===== src/sv/mscgl_pkg.sv =====
// Package for the multi-stop color gradient: widths, key layout, reset values and the
// divider word that travels down the pipeline. Depends on nothing.
package mscgl_pkg;

  localparam int POS_W     = 16;
  localparam int CHAN_W    = 8;
  localparam int CHAN_N    = 4;
  localparam int KEY_SLOTS = 8;
  localparam int NUM_KEYS  = 8;
  localparam int KEY_IDX_W = $clog2(KEY_SLOTS);
  localparam int CFG_IDX_W = 4;
  localparam int KEY_W     = POS_W + CHAN_N * CHAN_W;

  localparam int FRAC_BITS = 15;
  localparam int FAC_W     = FRAC_BITS + 1;

  // Restoring division: DIV_STEP quotient bits per stage.
  localparam int DIV_STEP   = 4;
  localparam int DIV_STAGES = (FAC_W + DIV_STEP - 1) / DIV_STEP;
  localparam int DIV_T      = DIV_STAGES * DIV_STEP;

  localparam int PROD_W = CHAN_W + FAC_W;
  localparam int SUM_W  = PROD_W + 1;

  localparam logic [POS_W-1:0] ONE_POS = POS_W'(1 << FRAC_BITS);
  localparam logic [FAC_W-1:0] ONE_FAC = FAC_W'(1 << FRAC_BITS);
  localparam logic [SUM_W-1:0] HALF    = SUM_W'(1 << (FRAC_BITS - 1));

  // Channel lanes inside a key, matching the register packing.
  localparam int CH_RED   = 3;
  localparam int CH_GREEN = 2;
  localparam int CH_BLUE  = 1;
  localparam int CH_ALPHA = 0;

  typedef logic [KEY_IDX_W-1:0] key_idx_t;

  typedef struct packed {
    logic [POS_W-1:0]             pos;
    logic [CHAN_N-1:0][CHAN_W-1:0] chan;
  } key_t;

  typedef key_t [KEY_SLOTS-1:0] keys_t;

  localparam key_t KEY0_RESET = '{pos: '0, chan: '1};
  localparam key_t KEY_RESET  = '{pos: ONE_POS, chan: '1};

  typedef struct packed {
    key_idx_t         lo_idx;
    key_idx_t         up_idx;
    logic             direct;
    logic [POS_W-1:0] span;
    logic [POS_W-1:0] rem;
    logic [DIV_T-1:0] num;
    logic [DIV_T-1:0] quo;
  } div_msg_t;

  typedef logic [CHAN_N-1:0][PROD_W-1:0] prod_vec_t;

endpackage


===== src/sv/mscgl_locate.sv =====
// Key search and span setup: two pipeline stages that find the bracketing keys and
// prepare the dividend and divisor. Depends on mscgl_pkg.
module mscgl_locate (
  input  logic                clk,
  input  logic                rst,
  input  mscgl_pkg::keys_t    keys,
  input  logic                in_valid,
  output logic                in_stall,
  input  logic [15:0]         position,
  output logic                out_valid,
  input  logic                out_stall,
  output mscgl_pkg::div_msg_t out_msg
);
  import mscgl_pkg::*;

  logic             v1;
  logic             hold1;
  logic             hold2;
  logic [POS_W-1:0] p_clamp;
  key_idx_t         up_next;
  logic             found_next;
  logic [POS_W-1:0] p1;
  key_idx_t         up1;
  logic             found1;

  key_idx_t                 lo_sel;
  key_idx_t                 hi_sel;
  logic                     direct_sel;
  logic [POS_W-1:0]         gap;
  logic [POS_W+DIV_T-1:0]   ext;
  div_msg_t                 msg_next;

  assign hold2    = out_valid && out_stall;
  assign hold1    = v1 && hold2;
  assign in_stall = hold1;

  // Stage one: clamp and find the first key at or above the position.
  always_comb begin
    p_clamp    = (position > ONE_POS) ? ONE_POS : position;
    up_next    = '0;
    found_next = 1'b0;
    for (int i = NUM_KEYS - 1; i >= 0; i--) begin
      if (p_clamp <= keys[i].pos) begin
        up_next    = KEY_IDX_W'(i);
        found_next = 1'b1;
      end
    end
  end

  always_ff @(posedge clk) begin
    if (rst) begin
      v1 <= 1'b0;
    end else if (!hold1) begin
      v1 <= in_valid;
    end
  end

  always_ff @(posedge clk) begin
    if (in_valid && !hold1) begin
      p1     <= p_clamp;
      up1    <= up_next;
      found1 <= found_next;
    end
  end

  // Stage two: pick the lower and upper keys, form distance and span.
  always_comb begin
    direct_sel = !found1 || (up1 == '0);
    if (!found1) begin
      lo_sel = KEY_IDX_W'(NUM_KEYS - 1);
      hi_sel = KEY_IDX_W'(NUM_KEYS - 1);
    end else if (up1 == '0) begin
      lo_sel = '0;
      hi_sel = '0;
    end else begin
      lo_sel = up1 - 1'b1;
      hi_sel = up1;
    end
    gap = p1 - keys[lo_sel].pos;
    ext = (POS_W + DIV_T)'({gap, {FRAC_BITS{1'b0}}});
    msg_next.lo_idx = lo_sel;
    msg_next.up_idx = hi_sel;
    msg_next.direct = direct_sel;
    msg_next.span   = keys[hi_sel].pos - keys[lo_sel].pos;
    msg_next.rem    = ext[POS_W+DIV_T-1:DIV_T];
    msg_next.num    = ext[DIV_T-1:0];
    msg_next.quo    = '0;
  end

  always_ff @(posedge clk) begin
    if (rst) begin
      out_valid <= 1'b0;
    end else if (!hold2) begin
      out_valid <= v1;
    end
  end

  always_ff @(posedge clk) begin
    if (v1 && !hold2) begin
      out_msg <= msg_next;
    end
  end

endmodule


===== src/sv/mscgl_div_stage.sv =====
// One stage of the pipelined restoring divider: DIV_STEP quotient bits per stage.
// Depends on mscgl_pkg.
module mscgl_div_stage (
  input  logic                clk,
  input  logic                rst,
  input  logic                in_valid,
  output logic                in_stall,
  input  mscgl_pkg::div_msg_t in_msg,
  output logic                out_valid,
  input  logic                out_stall,
  output mscgl_pkg::div_msg_t out_msg
);
  import mscgl_pkg::*;

  logic             hold;
  logic [POS_W:0]   r2;
  logic [POS_W:0]   diff;
  logic             ge;
  div_msg_t         m;

  assign hold     = out_valid && out_stall;
  assign in_stall = hold;

  always_comb begin
    m    = in_msg;
    r2   = '0;
    diff = '0;
    ge   = 1'b0;
    for (int s = 0; s < DIV_STEP; s++) begin
      r2   = {m.rem, m.num[DIV_T-1]};
      diff = r2 - {1'b0, m.span};
      ge   = (r2 >= {1'b0, m.span});
      m.rem = ge ? diff[POS_W-1:0] : r2[POS_W-1:0];
      m.num = m.num << 1;
      m.quo = {m.quo[DIV_T-2:0], ge};
    end
  end

  always_ff @(posedge clk) begin
    if (rst) begin
      out_valid <= 1'b0;
    end else if (!hold) begin
      out_valid <= in_valid;
    end
  end

  always_ff @(posedge clk) begin
    if (in_valid && !hold) begin
      out_msg <= m;
    end
  end

endmodule


===== src/sv/mscgl_blend.sv =====
// Channel blend: products in one stage, rounded sums into the output register in the next.
// Depends on mscgl_pkg.
module mscgl_blend (
  input  logic                clk,
  input  logic                rst,
  input  mscgl_pkg::keys_t    keys,
  input  logic                in_valid,
  output logic                in_stall,
  input  mscgl_pkg::div_msg_t in_msg,
  output logic                out_valid,
  input  logic                out_stall,
  output logic [7:0]          red,
  output logic [7:0]          green,
  output logic [7:0]          blue,
  output logic [7:0]          alpha
);
  import mscgl_pkg::*;

  logic             va;
  logic             hold_a;
  logic             hold_b;
  logic [FAC_W-1:0] factor;
  logic [FAC_W-1:0] inv;
  key_t             lo_key;
  key_t             hi_key;
  prod_vec_t        prod_lo_next;
  prod_vec_t        prod_hi_next;
  prod_vec_t        prod_lo;
  prod_vec_t        prod_hi;
  logic [CHAN_N-1:0][CHAN_W-1:0] chan_next;
  logic [SUM_W-1:0] sum;

  assign hold_b   = out_valid && out_stall;
  assign hold_a   = va && hold_b;
  assign in_stall = hold_a;

  // At or below the first key, or past the last one, the upper key's color comes out whole.
  always_comb begin
    factor = in_msg.direct ? ONE_FAC : in_msg.quo[FAC_W-1:0];
    inv    = ONE_FAC - factor;
    lo_key = keys[in_msg.lo_idx];
    hi_key = keys[in_msg.up_idx];
    for (int c = 0; c < CHAN_N; c++) begin
      prod_lo_next[c] = PROD_W'(lo_key.chan[c]) * PROD_W'(inv);
      prod_hi_next[c] = PROD_W'(hi_key.chan[c]) * PROD_W'(factor);
    end
  end

  always_ff @(posedge clk) begin
    if (rst) begin
      va <= 1'b0;
    end else if (!hold_a) begin
      va <= in_valid;
    end
  end

  always_ff @(posedge clk) begin
    if (in_valid && !hold_a) begin
      prod_lo <= prod_lo_next;
      prod_hi <= prod_hi_next;
    end
  end

  // The weights sum to one, so the rounded result always fits in a channel.
  always_comb begin
    sum = '0;
    for (int c = 0; c < CHAN_N; c++) begin
      sum          = SUM_W'(prod_lo[c]) + SUM_W'(prod_hi[c]) + HALF;
      chan_next[c] = sum[FRAC_BITS+CHAN_W-1:FRAC_BITS];
    end
  end

  always_ff @(posedge clk) begin
    if (rst) begin
      out_valid <= 1'b0;
    end else if (!hold_b) begin
      out_valid <= va;
    end
  end

  always_ff @(posedge clk) begin
    if (va && !hold_b) begin
      red   <= chan_next[CH_RED];
      green <= chan_next[CH_GREEN];
      blue  <= chan_next[CH_BLUE];
      alpha <= chan_next[CH_ALPHA];
    end
  end

endmodule


===== src/sv/multi_stop_color_gradient_lerp.sv =====
// Multi-stop linear color gradient: top level with the key registers and the pipeline.
// Depends on mscgl_pkg, mscgl_locate, mscgl_div_stage and mscgl_blend.
//
// The block turns a Q1.15 gradient position into an RGBA8 color. It accepts one word per
// clock while position_stall is low, and it returns exactly one color word for each
// accepted word, in order. The eight stages are: key search, span setup, four
// stages of a restoring divider that produce four bits of the Q1.15 blend factor each,
// the channel products, and the rounded sums in the output register. Positions above 1.0
// are treated as 1.0. The block takes the first key whose position is at or above the
// input and blends from the key before it; at or below key 0 it returns key 0's color,
// and if no key lies at or above the input it returns the last key's color. Keys are
// written through the configuration port, which is always ready; write them only while
// no word is in flight. Software keeps the keys sorted, key 0 at 0.0 and the last used
// key at 1.0; writes to an index beyond the key list are dropped. A stall on the output
// holds the pipeline from the back, and the input keeps accepting words as long as
// some stage ahead of it is empty.
module multi_stop_color_gradient_lerp (
  input  logic        clk,
  input  logic        rst,
  input  logic        cfg_valid,
  output logic        cfg_ready,
  input  logic [3:0]  cfg_index,
  input  logic [47:0] cfg_data,
  input  logic        position_valid,
  output logic        position_stall,
  input  logic [15:0] position,
  output logic        color_valid,
  input  logic        color_stall,
  output logic [7:0]  red,
  output logic [7:0]  green,
  output logic [7:0]  blue,
  output logic [7:0]  alpha
);
  import mscgl_pkg::*;

  keys_t    keys;
  div_msg_t div_msg   [DIV_STAGES+1];
  logic     div_valid [DIV_STAGES+1];
  logic     div_stall [DIV_STAGES+1];

  // Configuration is taken every cycle.
  assign cfg_ready = 1'b1;

  always_ff @(posedge clk) begin
    if (rst) begin
      keys[0] <= KEY0_RESET;
      for (int k = 1; k < KEY_SLOTS; k++) begin
        keys[k] <= KEY_RESET;
      end
    end else if (cfg_valid && (cfg_index < CFG_IDX_W'(KEY_SLOTS))) begin
      keys[cfg_index[KEY_IDX_W-1:0]] <= key_t'(cfg_data);
    end
  end

  mscgl_locate u_locate (
    .clk       (clk),
    .rst       (rst),
    .keys      (keys),
    .in_valid  (position_valid),
    .in_stall  (position_stall),
    .position  (position),
    .out_valid (div_valid[0]),
    .out_stall (div_stall[0]),
    .out_msg   (div_msg[0])
  );

  // The divider stages are chained; each one hands its word to the next.
  for (genvar g = 0; g < DIV_STAGES; g++) begin : g_div
    mscgl_div_stage u_div (
      .clk       (clk),
      .rst       (rst),
      .in_valid  (div_valid[g]),
      .in_stall  (div_stall[g]),
      .in_msg    (div_msg[g]),
      .out_valid (div_valid[g+1]),
      .out_stall (div_stall[g+1]),
      .out_msg   (div_msg[g+1])
    );
  end

  mscgl_blend u_blend (
    .clk       (clk),
    .rst       (rst),
    .keys      (keys),
    .in_valid  (div_valid[DIV_STAGES]),
    .in_stall  (div_stall[DIV_STAGES]),
    .in_msg    (div_msg[DIV_STAGES]),
    .out_valid (color_valid),
    .out_stall (color_stall),
    .red       (red),
    .green     (green),
    .blue      (blue),
    .alpha     (alpha)
  );

endmodule


===== config.mk =====
export PLATFORM = sky130hd
export DESIGN_NAME = multi_stop_color_gradient_lerp
export DESIGN_NICKNAME = d
export VERILOG_FILES = /design/src/sv/mscgl_pkg.sv /design/src/sv/mscgl_locate.sv /design/src/sv/mscgl_div_stage.sv /design/src/sv/mscgl_blend.sv /design/src/sv/multi_stop_color_gradient_lerp.sv
export SDC_FILE = /design/constraint.sdc
export NUM_CORES = 2
export LEC_CHECK = 0
export BUFFER_PORTS_ARGS = -buffer_cell sky130_fd_sc_hd__buf_4
export CORE_MARGIN = 3
export CORE_UTILIZATION = 50
export DETAILED_ROUTE_END_ITERATION = 16
export HOLD_SLACK_MARGIN = 0.1
export PLACE_DENSITY = 0.66
export SYNTH_ARGS = -nofsm -noshare
export SYNTH_HDL_FRONTEND = slang
export SYNTH_SLANG_ARGS = --single-unit
export TNS_END_PERCENT = 30

===== constraint.sdc =====
create_clock -name clk -period 9.5 [get_ports clk]
set_input_delay 0 -clock clk [delete_from_list [all_inputs] [get_ports clk]]
set_output_delay 0 -clock clk [all_outputs]
set_load 0.02 [all_outputs]

==> flow_summary.json <==
{
  "critical_path_buf_inv_count": 6,
  "area_delta_synth_final_pct": 13.5,
  "fill_cells": 14900,
  "max_cap_viol_count": 0,
  "fp-row-count": 151,
  "placed_cells": 11800,
  "status": "finished, final reports clean",
  "wl_um": 260000,
  "max_freq_mhz": 109,
  "path_clk_slew_ps": 70,
  "place_area_sq_um": 91300,
  "cts_buffers": 98,
  "start_util_pct": 50.3,
  "crit_family": "compound AO/OA/AOI/OAI gates",
  "mostFrequentLayoutCells": "nand2_1 (1566), inv_1 (989), ha_1 (885)",
  "r2r_cells": 42,
  "routabilityCongestion": 0.937,
  "synth_cell_type_count": 100,
  "cpMaxStageDelayCell": "edfxtp_1",
  "yosysWarnings": 0,
  "instances_no_fill": 12100,
  "hold_viol_final": 0,
  "fin_ws_ps": 320,
  "grt_setup_unrepaired": "yes",
  "p_per_area_nw_per_um2": 452,
  "cp.depth": 42,
  "drive_above_1_share_pct": 13.5,
  "min_period_ps": 9180,
  "clk_latency_ps": 730,
  "fp.dieH_um": 419,
  "synth_edf_count": 439,
  "num_vias": 70500,
  "path_class": "reg -> reg",
  "dp_slack_ps": -327,
  "grt_pass1_wl_um": 404000,
  "synthCells": 9403,
  "crit_fanout": 11,
  "drcViolationCount": 0,
  "port_buffers": 106,
  "first_global_vias": 72200,
  "fin_crit_sh_pct": 96.6,
  "setup_viol": 0,
  "via_per_inst": 5.82,
  "ys_seq_area_share_pct": 24.6,
  "ir_worst_vdd_uv": 734,
  "final_common_cell": "nand2_1",
  "synthFlopType": "edfxtp_1",
  "netlist_area_sq_um": 85400,
  "route.antenna.remaining_nets": 0,
  "grt_max_degree": 238,
  "nets": 11500,
  "overflow": 0,
  "fin_skew_ps": 45.3,
  "multi_input_area_sq_um": 59700,
  "ys_ff_latch": 831,
  "hold_class": "in -> reg",
  "die_w_um": 419,
  "min_delay_path_depth": 4,
  "synth.avg_cell_area_sq_um": 9.08,
  "antenna_found_initial": 13,
  "io_pins": 108,
  "arrival_ps": 9620,
  "gr-usage-all-layers_pct": 29.4,
  "wl_per_cell_um": 21.4,
  "tightest_slew_ps": 1190,
  "syn_nets": 11100,
  "cts_root_buffer": "clkbuf_16",
  "cp-start-kind": "flip-flop",
  "die_area_sq_um": 176000,
  "leakagePower_nw": 43.2,
  "dr.pass1.iters": 6,
  "core_sq_um": 170000,
  "cts_tree": "done",
  "clock-sinks": 831,
  "dp_hpwl_um": 189000,
  "crit_path_frequent_cell": "a21o_1",
  "h-tree-depth": 3,
  "total_power_mw": 43.8,
  "max_stage_delay_ps": 440,
  "max_slew_margin_pct": 20.7,
  "regArea_sq_um": 21000,
  "endpoint_kind": "flip-flop",
  "postLayoutCellArea_sq_um": 96900,
  "maxSlewViolCount": 0,
  "async_reset_ff_share_pct": 0,
  "clockBufferDepth": 3,
  "worstPathRequired_ps": 9940,
  "drtIter0Drc": 5727
}
-- worst paths after layout --
kind	slack [ps]	end	start
max	320	g_div[1].u_div.out_msg[43]	g_div[0].u_div.out_msg[41]
min	170	keys[93]	cfg_data[45]
max reg2reg	320	g_div[1].u_div.out_msg[43]	g_div[0].u_div.out_msg[41]
min reg2reg	400	g_div[3].u_div.out_msg[8]	g_div[2].u_div.out_msg[4]
-- cells in the mapped netlist (110+ instances only) --
library cell  count  area share (%)
nand2_1        1570             6.9
inv_1           999             4.4
ha_1            906              13
fa_1            671              16
nor2_1          649             2.9
a21oi_1         477             2.8
edfxtp_1        439              15
dfxtp_1         392             9.2
clkbuf_1        349             1.5
xnor2_1         297             3.0
nand3b_1        269             2.4
o21ai_0         238             1.4
and2_1          164             1.2
a21o_1          150             1.3
mux4_2          144             3.8
mux2_2          139             1.8
nand2b_1        133            0.97
nor2b_1         128            0.94
nor3_1          115            0.67
o21a_1          110            0.97
-- state kept, by name (all words and copies together) (netlist names), 3 cells and up --
signal                 cells
keys                     384
g_div.u_div.out_msg      164
u_blend.prod_hi           92
u_blend.prod_lo           92
u_locate.out_msg          39
u_locate.p1               16
u_blend.alpha              8
u_blend.blue               8
u_blend.green              8
u_blend.red                8
g_div.u_div.out_valid      4
u_locate.up1               3
-- worst min-delay path, delay by kind of cell --
family / cells / cell delay (ps)
AOI/OAI and AO/OA: 1 / 50
buffers and inverters: 2 / 760
and+or+nand+nor: 1 / 60
-- logic make-up after synthesis --
group	Yosys count	share of synthesized area, %
DFF	831	24.6
AOI/OAI and AO/OA	1419	10.7
muxes	357	6.56
other	1	0.00439
adders and majority gates	1577	29.0
buffers and inverters	1460	6.68
and+or+nand+nor	3354	18.3
xor gates and xnor gates	404	4.14
-- metal layers --
layer | GRT usage, % | vias up | share of wire [%]
met1 | 38.0 | 34600 | 41
met4 | 13.6 | 2 | 5.0
li1 | - | 32600 | -
met2 | 48.4 | 2689 | 46
met5 | 0 | - | 0.0050
met3 | 4.73 | 672 | 7.8
-- report_power, final --
part | total (mW) | switching [mW] | internal, mW | leakage [nW]
sequential | 5.30 | 0.136 | 5.16 | 7.16
combinational | 34.5 | 17.4 | 17.1 | 34.4
clock | 3.97 | 1.70 | 2.28 | 1.62
-- timing repair --
action	CTS	global route
cloned	1	4
setup endpoints to repair	48	52
gates resized for setup	22	148
pin swaps	6	33
hold buffers	121	0
hold endpoints to repair	449	0
setup buffers	5	22
-- metrics by stage --
| stage | hold WS [ps] | utilization (%) | TNS, ps |
|---|---|---|---|
| 2_1_floorplan | 121 | - | -281 |
| 6_report | 172 | 57.1 | 0 |
| 3_3_place_gp | 275 | 53.8 | -3220 |
| 5_1_grt | 154 | 57.1 | -1030 |
| 4_1_cts | 106 | 56.6 | 0 |
| 3_5_place_dp | 284 | 53.8 | -7640 |
-- layout make-up --
| type | count | area share, % |
|---|---|---|
| inverters | 1006 | 3.91 |
| clock inverters | 64 | 0.758 |
| clock buffers | 119 | 2.73 |
| flip-flops and latches | 831 | 21.7 |
| repair buffers | 764 | 6.41 |
| multi-input cells | 7112 | 61.6 |
| diodes | 10 | 0.0258 |
| well taps | 2218 | 2.86 |
(Power assumes the default switching activity.)
